[config.mk]
export PLATFORM = sky130hd
export DESIGN_NAME = hmtvn_mul
export DESIGN_NICKNAME = d
export VERILOG_FILES = /design/src/rtl/core/hmtvn_mul.sv
export SDC_FILE = /design/constraint.sdc
export NUM_CORES = 1
export LEC_CHECK = 0
export BUFFER_PORTS_ARGS = -buffer_cell sky130_fd_sc_hd__buf_4
export CELL_PAD_IN_SITES_DETAIL_PLACEMENT = 1
export CELL_PAD_IN_SITES_GLOBAL_PLACEMENT = 1
export CORE_UTILIZATION = 53
export CTS_CLUSTER_SIZE = 30
export DETAILED_ROUTE_END_ITERATION = 10
export PLACE_DENSITY_LB_ADDON = 0.1
export SYNTH_ARGS = -nofsm -noshare
export SYNTH_HDL_FRONTEND = slang
export SYNTH_SLANG_ARGS = --single-unit
[constraint.sdc]
create_clock -name clk -period 14.3 [get_ports clk]
set_input_delay 0.715 -clock clk [delete_from_list [all_inputs] [get_ports clk]]
set_output_delay 0.715 -clock clk [all_outputs]
set_load 0.02 [all_outputs]
[src/rtl/core/hmtvn_mul.sv]
// Shared 16x16 unsigned multiplier with registered product.
module hmtvn_mul (
  input  logic        clk,
  input  logic [15:0] a,
  input  logic [15:0] b,
  output logic [31:0] p
);

  always_ff @(posedge clk) begin
    p <= a * b;
  end

endmodule

==> results.json <==
{
  "crit_fanout": 16,
  "die_area_sq_um": 18100,
  "crit_type": "input port to flop",
  "grt_antenna_before_repair": 0,
  "coreArea_sq_um": 17200,
  "worstHoldStart": "b[0]",
  "rsz0062_at_grt": "no",
  "boundaryPins": 65,
  "die_y_microns": 134,
  "setup.worst_path.start": "b[4]",
  "min_path_type": "input port to flop",
  "hold_viol": 0,
  "wl_per_cell_microns": 18.7,
  "cts_inserted_buffers": 5,
  "holdPathEnd": "p[0]$_DFF_P_",
  "grtUsageMet3_pct": 3.42,
  "largest_reg_flops": 32,
  "grt_pass1_wl_mm": 39.2,
  "ctsResizeCount": 0,
  "final_max_slew_viol_count": 0,
  "first_iter_violations": 286,
  "antenna_cells": 0,
  "dr.pass1.iters": 5,
  "h-tree-depth": 2,
  "io_buffer_count": 64,
  "cts_setup_buffers": 0,
  "die_w_microns": 134,
  "fin_cells": 1291,
  "finalSetupViolations": 0,
  "max_freq_mhz": 170,
  "holdBufCountCts": 0,
  "synth_edf_count": 0,
  "syn_area_sq_um": 9300,
  "grt_max_degree": 17,
  "drt-total-wl_mm": 24.2,
  "crit_chain": "buf_4 -> and2_1 -> fa_1 -> inv_1 -> fa_1 -> fa_1 -> fa_1 -> inv_1 -> fa_1 -> inv_1 -> fa_1 -> inv_1 -> ha_1 -> nand3_1 -> nor2_1 -> o2111ai_1 -> a31oi_1 -> nor3_1 -> xnor2_1",
  "required_ns": 14.46,
  "async_flop_share_pct": 0,
  "grt_overflow": 0,
  "fin_crit_ns": 5.87,
  "end_kind": "flop",
  "dp_slack_ns": 8.21,
  "viasPerCell": 5.44,
  "synth.top_cell.area_share_pct": 41.8,
  "synthDistinctLibCells": 47,
  "post-route-period-util_pct": 41.1,
  "synth_top_area_cell": "fa_1",
  "dp_cells": 1284,
  "grt_use_met1_pct": 33.1,
  "met2_usage_pct": 53.9,
  "drive_gt1_share_pct": 7.60,
  "remaining_drc_errors": 0,
  "yosysSeqAreaShare_pct": 6.89,
  "multiInputGateArea_sq_um": 7640,
  "fp-row-count": 48,
  "root_buffer": "clkbuf_16",
  "drt.antenna.violating_nets": 0,
  "synth_most_common_cell": "inv_1",
  "cts_sinks": 32,
  "cts_tree": "done",
  "top_usage_layer": "met2",
  "n_fill_cell": 2041,
  "syn_nets": 1367,
  "synth_common_cells": "224 x inv_1, 194 x fa_1, 151 x nand2_1",
  "reg_top3": "p: 32 flops",
  "clock_path_buffers": 2,
  "yosys_warnings": 0,
  "tns_ns": 0,
  "vias": 7025,
  "slew-limit-headroom_pct": 64.0,
  "top_register": "p",
  "clk_pin_slew_ns": 0.05,
  "synth_area_leaders": "fa_1 42%, ha_1 14%, inv_1 9.0%",
  "crit_top_cell": "fa_1",
  "critPathSlowestCell": "fa_1",
  "start_kind": "input port",
  "layout.nets": 1397,
  "cp.arrival_ns": 6.03,
  "grt_pass1_vias": 7831,
  "place_congestion": 0.826,
  "ys.flop_type": "dfxtp_1",
  "status": "completed",
  "tightest_slew_ns": 0.538,
  "syn_avg_cell_area_sq_um": 8.98,
  "drv_cap": 0,
  "max_stage_delay_ns": 0.55,
  "area_delta_synth_final_pct": 7.69,
  "grt_usage_pct": 28.4,
  "seqCellArea_sq_um": 641,
  "layout_setup_ws_ns": 8.43,
  "place_hpwl_mm": 20.0,
  "hold_path_depth": 2,
  "syn-instance-count": 1036,
  "initial_core_util_pct": 54.0,
  "ys_seq_elements": 32
}
per-stage QoR:
stage	utilization, %	instance area, sq um	hold slack (ns)
global placement	57.3	9880	1.08
global route	58.1	10000	0.814
detailed placement	57.3	9880	1.08
finish	58.1	10000	0.813
CTS	58.1	10000	0.803
floorplan	-	9300	0.837
cells in the final DEF, fill, tap and decap left out, drive strengths merged, types with 12 or more instances in the layout:
cell type / n
buf: 64
fa: 194
inv: 224
a21oi: 22
nor2: 15
nand2: 151
ha: 104
dfxtp: 32
xnor2: 19
and2: 126
o21ai: 17
a21o: 12
per-layer routing:
| layer | up-vias | wire (microns) |
|---|---|---|
| met4 | 0 | 787 |
| met2 | 161 | 13100 |
| met3 | 42 | 791 |
| met5 | - | 0 |
| li1 | 3176 | - |
| met1 | 3646 | 9490 |
worst max path at each step:
stage | endpoint | slack, ns | cells past startpoint
5_1_grt | p[30]$_DFF_P_ | 8.21 | 17
2_1_floorplan | p[27]$_DFF_P_ | 8.54 | 20
3_5_place_dp | p[26]$_DFF_P_ | 8.21 | 19
3_3_place_gp | p[30]$_DFF_P_ | 8.26 | 19
6_report | p[26]$_DFF_P_ | 8.43 | 19
4_1_cts | p[26]$_DFF_P_ | 8.49 | 19
final cells by class:
cell class / count / share of cell area [%]
clock buffer: 5 / 1.25
inverter: 224 / 8.39
clock inverter: 2 / 0.125
multi-input combinational: 739 / 76.2
timing repair buffer: 64 / 4.80
sequential: 32 / 6.40
tap: 225 / 2.81
kinds of logic after synthesis:
logic type               after synthesis  share of synthesized area (%)
XOR/XNOR                              27                           2.54
adder cells (fa/ha/maj)              298                           55.7
AO/OA/AOI/OAI                         84                           6.16
flip-flops                            32                           6.89
AND/OR/NAND/NOR                      330                           17.6
buffers and inverters                265                           11.0
worst max-delay path, delay by kind of cell:
| family | cells | cell delay (ns) |
|---|---|---|
| adders and majority gates | 7 | 3.35 |
| xor gates and xnor gates | 1 | 0.15 |
| buffers and inverters | 5 | 0.37 |
| and+or+nand+nor | 4 | 0.75 |
| AOI/OAI and AO/OA | 2 | 0.69 |
Power is not shown: default switching activity piles up to over one toggle a cycle in this logic, so the estimate is an artifact.
