### config.mk
export PLATFORM = sky130hd
export DESIGN_NAME = hmtvn_divsqrt
export DESIGN_NICKNAME = d
export VERILOG_FILES = /design/src/rtl/core/hmtvn_pkg.sv /design/src/rtl/core/hmtvn_divsqrt.sv
export SDC_FILE = /design/constraint.sdc
export NUM_CORES = 1
export LEC_CHECK = 0
export BUFFER_PORTS_ARGS = -buffer_cell sky130_fd_sc_hd__buf_2
export CORE_UTILIZATION = 60
export CTS_CLUSTER_SIZE = 25
export DETAILED_ROUTE_END_ITERATION = 8
export HOLD_SLACK_MARGIN = 0.02
export PLACE_DENSITY_LB_ADDON = 0.05
export RECOVER_POWER = 100
export SYNTH_ARGS = -nofsm -noshare
export SYNTH_HDL_FRONTEND = slang
export SYNTH_SLANG_ARGS = --single-unit
### constraint.sdc
create_clock -name clk -period 12.5 [get_ports clk]
set_clock_uncertainty 0.05 [all_clocks]
set_input_delay 0.625 -clock clk [delete_from_list [all_inputs] [get_ports clk]]
set_output_delay 0.625 -clock clk [all_outputs]
set_load 0.01 [all_outputs]
### src/rtl/core/hmtvn_pkg.sv
// Shared types and constants of the heightmap terrain vertex normal block.
package hmtvn_pkg;

  typedef struct packed {
    logic       req_type;
    logic [7:0] red;
    logic [7:0] green;
    logic [7:0] blue;
  } in_item_t;

  typedef struct packed {
    logic [25:0]        pos_x;
    logic signed [15:0] pos_y;
    logic [25:0]        pos_z;
    logic signed [15:0] normal_x;
    logic [14:0]        normal_y;
    logic signed [15:0] normal_z;
    logic [25:0]        tex_u;
    logic [25:0]        tex_v;
    logic               grid_done;
  } out_item_t;

  localparam logic [1:0] REG_GRID_SIDE   = 2'd0;
  localparam logic [1:0] REG_HEIGHT_GAIN = 2'd1;
  localparam logic [1:0] REG_POS_STEP    = 2'd2;
  localparam logic [1:0] REG_UV_STEP     = 2'd3;

  localparam logic REQ_PIXEL = 1'b0;
  localparam logic REQ_FLUSH = 1'b1;

  localparam logic [10:0] GRID_SIDE_RST   = 11'd64;
  localparam logic [15:0] HEIGHT_GAIN_RST = 16'd256;
  localparam logic [15:0] POS_STEP_RST    = 16'd256;
  localparam logic [15:0] UV_STEP_RST     = 16'd1040;

  // divide/root unit geometry
  localparam int DIVIDEND_W = 62;
  localparam int DIVISOR_W  = 34;
  localparam int QUO_W      = 31;
  localparam int DIV_STEPS  = 31;
  localparam int SQRT_STEPS = 16;

  typedef enum logic {MODE_DIV, MODE_SQRT} ds_mode_t;

  typedef struct packed {
    logic     start;
    ds_mode_t mode;
  } ds_ctrl_t;

  typedef struct packed {
    logic done;
  } ds_stat_t;

endpackage

### src/rtl/core/hmtvn_divsqrt.sv
// Iterative restoring divider and integer square root on one shared subtractor.
module hmtvn_divsqrt
  import hmtvn_pkg::*;
(
  input  logic                  clk,
  input  logic                  rst_n,
  input  ds_ctrl_t              ctrl,
  input  logic [DIVIDEND_W-1:0] dividend,
  input  logic [DIVISOR_W-1:0]  divisor,
  output ds_stat_t              stat,
  output logic [QUO_W-1:0]      result
);

  ds_mode_t               mode_r;
  logic [34:0]            rem_r;
  logic [31:0]            sh_r;
  logic [QUO_W-1:0]       quo_r;
  logic [DIVISOR_W-1:0]   div_r;
  logic [4:0]             cnt_r;
  logic                   run_r;
  logic                   done_r;

  logic [34:0] trial;
  logic [34:0] sub_b;
  logic [35:0] diff;
  logic        ge;

  always_comb begin
    if (mode_r == MODE_DIV) begin
      trial = {rem_r[33:0], sh_r[31]};
      sub_b = {1'b0, div_r};
    end else begin
      trial = {rem_r[32:0], sh_r[31:30]};
      sub_b = 35'({quo_r, 2'b01});
    end
    diff = {1'b0, trial} - {1'b0, sub_b};
    ge   = ~diff[35];
  end

  always_ff @(posedge clk) begin
    if (!rst_n) begin
      run_r  <= 1'b0;
      done_r <= 1'b0;
    end else begin
      done_r <= 1'b0;
      if (ctrl.start) begin
        mode_r <= ctrl.mode;
        quo_r  <= '0;
        div_r  <= divisor;
        run_r  <= 1'b1;
        if (ctrl.mode == MODE_DIV) begin
          rem_r <= 35'(dividend[DIVIDEND_W-1:QUO_W]);
          sh_r  <= {dividend[QUO_W-1:0], 1'b0};
          cnt_r <= 5'(DIV_STEPS - 1);
        end else begin
          rem_r <= '0;
          sh_r  <= dividend[31:0];
          cnt_r <= 5'(SQRT_STEPS - 1);
        end
      end else if (run_r) begin
        rem_r <= ge ? diff[34:0] : trial;
        quo_r <= {quo_r[QUO_W-2:0], ge};
        sh_r  <= (mode_r == MODE_DIV) ? {sh_r[30:0], 1'b0} : {sh_r[29:0], 2'b00};
        if (cnt_r == 5'd0) begin
          run_r  <= 1'b0;
          done_r <= 1'b1;
        end else begin
          cnt_r <= cnt_r - 5'd1;
        end
      end
    end
  end

  assign stat.done = done_r;
  assign result    = quo_r;

endmodule

==> metrics.cfg, run 1 <==
[outcome]
status = finished with violations
violations = capacitance limit, slew limit

[clock_network]
post_cts_buffers = 0
cts_resized = 0
cts_max_path_buffers = 2
cts_hold_repair.buffers = 0
path_clk_slew_ns = 0.06
clk_latency_ns = 0.43
htree_num_levels = 4
cts_sinks = 139
cts-buffers-inserted = 17
ctsRootBufferMaster = clkbuf_16
cts_tree = done

[grt]
grt_pass1_vias = 6744
grtUsageTotal_pct = 28.3
grt_overflow_total = 0
grt_pass1_wl_um = 32800
antenna_found_initial = 1
grt_max_degree = 95

[timing]
drv_slew = 202
max-slew-margin-rel_pct = -104
layout_setup_ws_ns = 5.51
setup_tns_ns = 0
timing.final.crit_share_pct = 55.9
worst_slew_pin_slew_ns = 3.06
hold_violations = 0
rsz0062_at_grt = no
fmax_mhz = 143
finalSetupViolations = 0
period_needed_ns = 6.99

[synthesis]
async_reset_ff_share_pct = 0
synth_top_family_by_area = compound AO/OA/AOI/OAI gates
synth_flop_cell = edfxtp_1
synthDistinctLibCells = 72
synth_nets = 935
synth_adder_area_share_pct = 5.30
seq_area_frac_synth_pct = 46.8
synth_xor_area_share_pct = 2.57
synthMuxAreaShare_pct = 14.0
synth-compound-area-share_pct = 16.8
synth-simple-area-share_pct = 11.0
synth_cells = 798
avgSynthCellArea_um2 = 11.1
syn_area_um2 = 8870
ys_seq_elements = 139
synth_edf_count = 137
yosysWarnings = 0

[drt]
num_vias = 6811
ant_nets = 0
finalWirelength_um = 20600
drt-initial-drc-count = 473
wl_per_cell_um = 18.7
drc = 0
drtPass1Iterations = 6
avgViaCountPerCell = 6.16

[worst_setup_path]
startpoint_type = primary input
critPathArrivalTime_ns = 6.99
r2r_cells = 12
crit_chain = clkbuf_1 > clkbuf_1 > o21a_1 > buf_4
critical_path_class = primary input to flip-flop
slowest_stage = clkbuf_1
crit_path_end_kind = flip-flop
crit_path_frequent_cell = clkbuf_1
critPathMaxFanout = 66
crit_required_ns = 12.50
crit_path_max_incr_delay_ns = 2.25

[finish]
layout-drive-gt1-share_pct = 19.5
fillers = 1092
nets = 1044
final_common_cell = edfxtp_1
most-common-layout-cells = edfxtp_1 (137), buf_2 (94), mux2i_1 (86)
syn2layout_area_growth_pct = 13.9

[floorplanning]
die_h_um = 124
row_count = 44
die-area_um2 = 15300
io_pins = 132
start_util_pct = 61.3
design.core.area_um2 = 14500
die_x_um = 124

[hold_path]
holdPathStages = 1
hold_path_class = primary input to flip-flop

[run]
maxCapViolCount = 4

[power_and_ir_drop]
peakVddDrop_mv = 0.114
pwr_density_cell_nw_per_um2 = 156
power_leakage_nw = 3.98

[placed_design]
place.gp.congestion = 0.916
port_buffers = 131
dp_hpwl_um = 13800
pre_cts_ws_ns = 7.82

==> area by class of cell <==
| class | count | area (µm²) | area share [%] |
|---|---|---|---|
| Tap cell | 184 | 230 | 2.28 |
| Clock inverter | 13 | 166 | 1.65 |
| Inverter | 14 | 52.6 | 0.520 |
| Antenna cell | 1 | 2.50 | 0.0248 |
| Sequential cell | 139 | 4150 | 41.1 |
| Timing Repair Buffer | 139 | 654 | 6.48 |
| Multi-Input combinational cell | 596 | 4410 | 43.7 |
| Clock buffer | 19 | 433 | 4.28 |
==> Yosys cell counts, drive strengths merged, types with 17 or more instances <==
cell type	instances	area [µm²]
ha	36	450
o21ai	44	220
edfxtp	137	4110
xnor2	18	158
clkbuf	31	148
nand2	46	173
a211oi	38	285
a21oi	69	364
buf	18	109
mux2i	86	861
nor2	30	113
a21o	17	133
mux2	34	383
nor2b	64	400
==> state kept, by name (all words and copies together), names as in the netlist <==
register / flops
div_r: 34
rem_r: 34
sh_r: 32
result: 31
cnt_r: 5
mode_r: 1
run_r: 1
stat: 1
==> report_power, final <==
group	switching, mW	internal [mW]	total [mW]
clock	0.208	0.315	0.523
combinational	0.269	0.201	0.470
sequential	0.0197	0.568	0.588
total	0.497	1.08	1.58
==> metal layers <==
layer  track usage [%]  vias up  part of all wire (%)
li1                  -     3253                     -
met1              36.4     3298                    45
met2              46.3      220                    48
met3              6.32       40                   5.4
met4              11.0        0                   2.0
met5                 0        -                     0
==> kinds of logic after synthesis <==
| group | count (synthesis) |
|---|---|
| flip-flops | 139 |
| multiplexers | 120 |
| AO/OA/AOI/OAI | 226 |
| buffers and inverters | 63 |
| AND/OR/NAND/NOR | 187 |
| adder cells (fa/ha/maj) | 37 |
| XOR/XNOR | 26 |
==> metrics by stage <==
stage                     instance area [µm²]  total power, mW  cells  util [%]  hold WS, ns
after floorplan                          8870            0.957    798         -        0.446
after global placement                   9570             1.05   1072      66.1        0.476
after detailed placement                 9570             1.06   1072      66.1        0.482
after CTS                               10200             1.58   1104      70.3        0.303
after global routing                    10100             1.66   1105      69.8        0.305
final                                   10100             1.58   1105      69.8        0.315
==> critical path: cells and delay by family <==
| family | cells | cell delay [ns] |
|---|---|---|
| buf+inv | 3 | 4.87 |
| compound gates | 1 | 1.33 |
==> path summary, 6_finish.rpt <==
kind	startpoint	end	slack [ns]
max	ctrl[1]	rem_r[8]$_DFFE_PP_	5.51
min	divisor[19]	div_r[19]$_DFFE_PP_	0.31
max reg2reg	mode_r$_DFFE_PP_	rem_r[25]$_DFFE_PP_	7.69
min reg2reg	run_r$_SDFF_PN0_	stat$_SDFF_PP0_	0.49
Note: power is estimated with default switching activity, not from simulation.
==> run 2, diff against run 1 <==
- CORE_UTILIZATION: 60 -> 58
- clock period: 12.5 -> 7.2 ns (I/O delays scaled with it)
==> metrics.cfg, run 2 (synthesized netlist as in run 1, its figures left out) <==
[clock_network]
cts_resized = 0
cts-buffers-inserted = 17
cts_max_path_buffers = 2
cts_tree = done
post_cts_buffers = 0
htree_num_levels = 4
clk_latency_ns = 0.43
cts_hold_repair.buffers = 0
path_clk_slew_ns = 0.06
ctsRootBufferMaster = clkbuf_16
cts_sinks = 139

[drt]
num_vias = 6704
drc = 14
finalWirelength_um = 20200
avgViaCountPerCell = 6.07
drtPass1Iterations = 8
drt-initial-drc-count = 452
ant_nets = 0
wl_per_cell_um = 18.3

[grt]
grtUsageMet3_pct = 6.75
grt-busiest-layer = met2
grt_pass1_vias = 6650
grtUsageMet2_pct = 43.6
grt_overflow_total = 0
antenna_found_initial = 0
use_met1_pct = 34.6
grtUsageTotal_pct = 26.6
grt_max_degree = 99
grt_pass1_wl_um = 33100

[worst_setup_path]
crit_end = rem_r[5]$_DFFE_PP_
crit_path_end_kind = flip-flop
r2r_cells = 12
critPathArrivalTime_ns = 5.23
reg2reg_from = mode_r$_DFFE_PP_
crit_buf_inv = 2
reg2reg_to = rem_r[5]$_DFFE_PP_
slowest_stage = clkbuf_2
rrSetupSlack_ns = 1.93
crit_path_frequent_cell = o21ai_0
crit_chain = clkbuf_2 > mux2_2 > ha_1 > o21ai_0 > o21ai_0 > o211ai_1 > nand3_1 > a31o_1 > a21o_1 > buf_4 > mux2i_1 > o21ai_0
crit_path_max_incr_delay_ns = 1.48
startpoint_type = flip-flop
crit_required_ns = 7.16
critical_path_class = flip-flop to flip-flop
path_delay_family = buffers and inverters
critPathMaxFanout = 96
crit_path_start = mode_r$_DFFE_PP_
cp.depth = 12

[finish]
final_common_cell = edfxtp_1
biggestRegsByFlops = div_r (34), rem_r (34), sh_r (32)
syn2layout_area_growth_pct = 13.8
nets = 1043
most-common-layout-cells = edfxtp_1 (137), buf_2 (94), mux2i_1 (86)
utilization_pct = 68.4
layout-drive-gt1-share_pct = 19.2

[timing]
finalSetupViolations = 0
hold_slack_ns = 0.0552
rsz0062_at_grt = no
setup_tns_ns = 0
max-slew-margin-rel_pct = -177
fmax_mhz = 190
hold_violations = 0
worst_slew_pin_slew_ns = 4.15
period_needed_ns = 5.27
drv_slew = 269
timing.final.crit_share_pct = 73.1

[floorplanning]
die_x_um = 126
row_count = 44
start_util_pct = 60.1
design.core.area_um2 = 14800
io_pins = 132
die-area_um2 = 15800
die_h_um = 126

[power_and_ir_drop]
power_frac_seq_pct = 37.3
pwr_density_cell_nw_per_um2 = 270
power_leakage_nw = 3.99
p_clk_share_pct = 33.0
p_int_mw = 1.88
peakVddDrop_mv = 0.195
comb_power_share_pct = 29.6
swShare_pct = 31.1
switchingPower_uw = 848

[outcome]
status = finished with violations
violations = DRC, capacitance limit, slew limit

[run]
maxCapViolCount = 4

[hold_path]
hold_path_class = primary input to flip-flop

[placed_design]
place.gp.congestion = 0.959
port_buffers = 131
dp_hpwl_um = 13600

-- run 2: power groups by stage --
stage          sequential [mW]  clock, mW  combinational (mW)
2_1_floorplan             1.03          0               0.634
3_3_place_gp              1.03          0               0.778
3_5_place_dp              1.03          0               0.802
4_1_cts                   1.02      0.913               0.807
5_1_grt                   1.03      0.947               0.895
6_report                  1.02      0.902               0.808
-- run 2: worst min path at each step --
| stage | slack (ns) | to | start | cells past startpoint |
|---|---|---|---|---|
| floorplan | 0.41 | div_r[0]$_DFFE_PP_ | divisor[0] | 0 |
| global placement | 0.48 | stat$_SDFF_PP0_ | run_r$_SDFF_PN0_ | 1 |
| detailed placement | 0.49 | div_r[15]$_DFFE_PP_ | divisor[15] | 1 |
| CTS | 0.04 | div_r[21]$_DFFE_PP_ | divisor[21] | 1 |
| global route | 0.03 | div_r[4]$_DFFE_PP_ | divisor[4] | 1 |
| finish | 0.06 | div_r[28]$_DFFE_PP_ | divisor[28] | 1 |
-- run 2: area by class of cell --
type	count	area, µm²
timing repair buffer	138	652
clock buffer	18	429
clock inverter	14	169
inverter	14	52.6
sequential	139	4150
antenna	1	2.50
multi-input combinational	596	4410
tap	184	230
fill	1206	4660
-- run 2: layer usage --
layer  part of all wire (%)  routed length, µm
met1                     45               9080
met2                     47               9590
met3                    5.7               1150
met4                    2.0                402
met5                      0                  0
-- run 2: worst reg2reg max path: cells and delay by family, from the launching register on --
kind,cells,cell delay (ns)
AOI/OAI and AO/OA,6,1.13
adders and majority gates,1,0.39
buffers and inverters,2,1.89
DFF,1,0.34
muxes,2,0.79
and+or+nand+nor,1,0.25
-- run 2: stage by stage --
step           instances  total power [mW]  area [µm²]  worst slack, ns
3_3_place_gp        1071              1.81        9570             2.86
2_1_floorplan        798              1.66        8870             2.77
5_1_grt             1103              2.87       10100             1.44
6_report            1104              2.73       10100             1.93
4_1_cts             1103              2.74       10200             2.75
3_5_place_dp        1071              1.83        9570             2.78
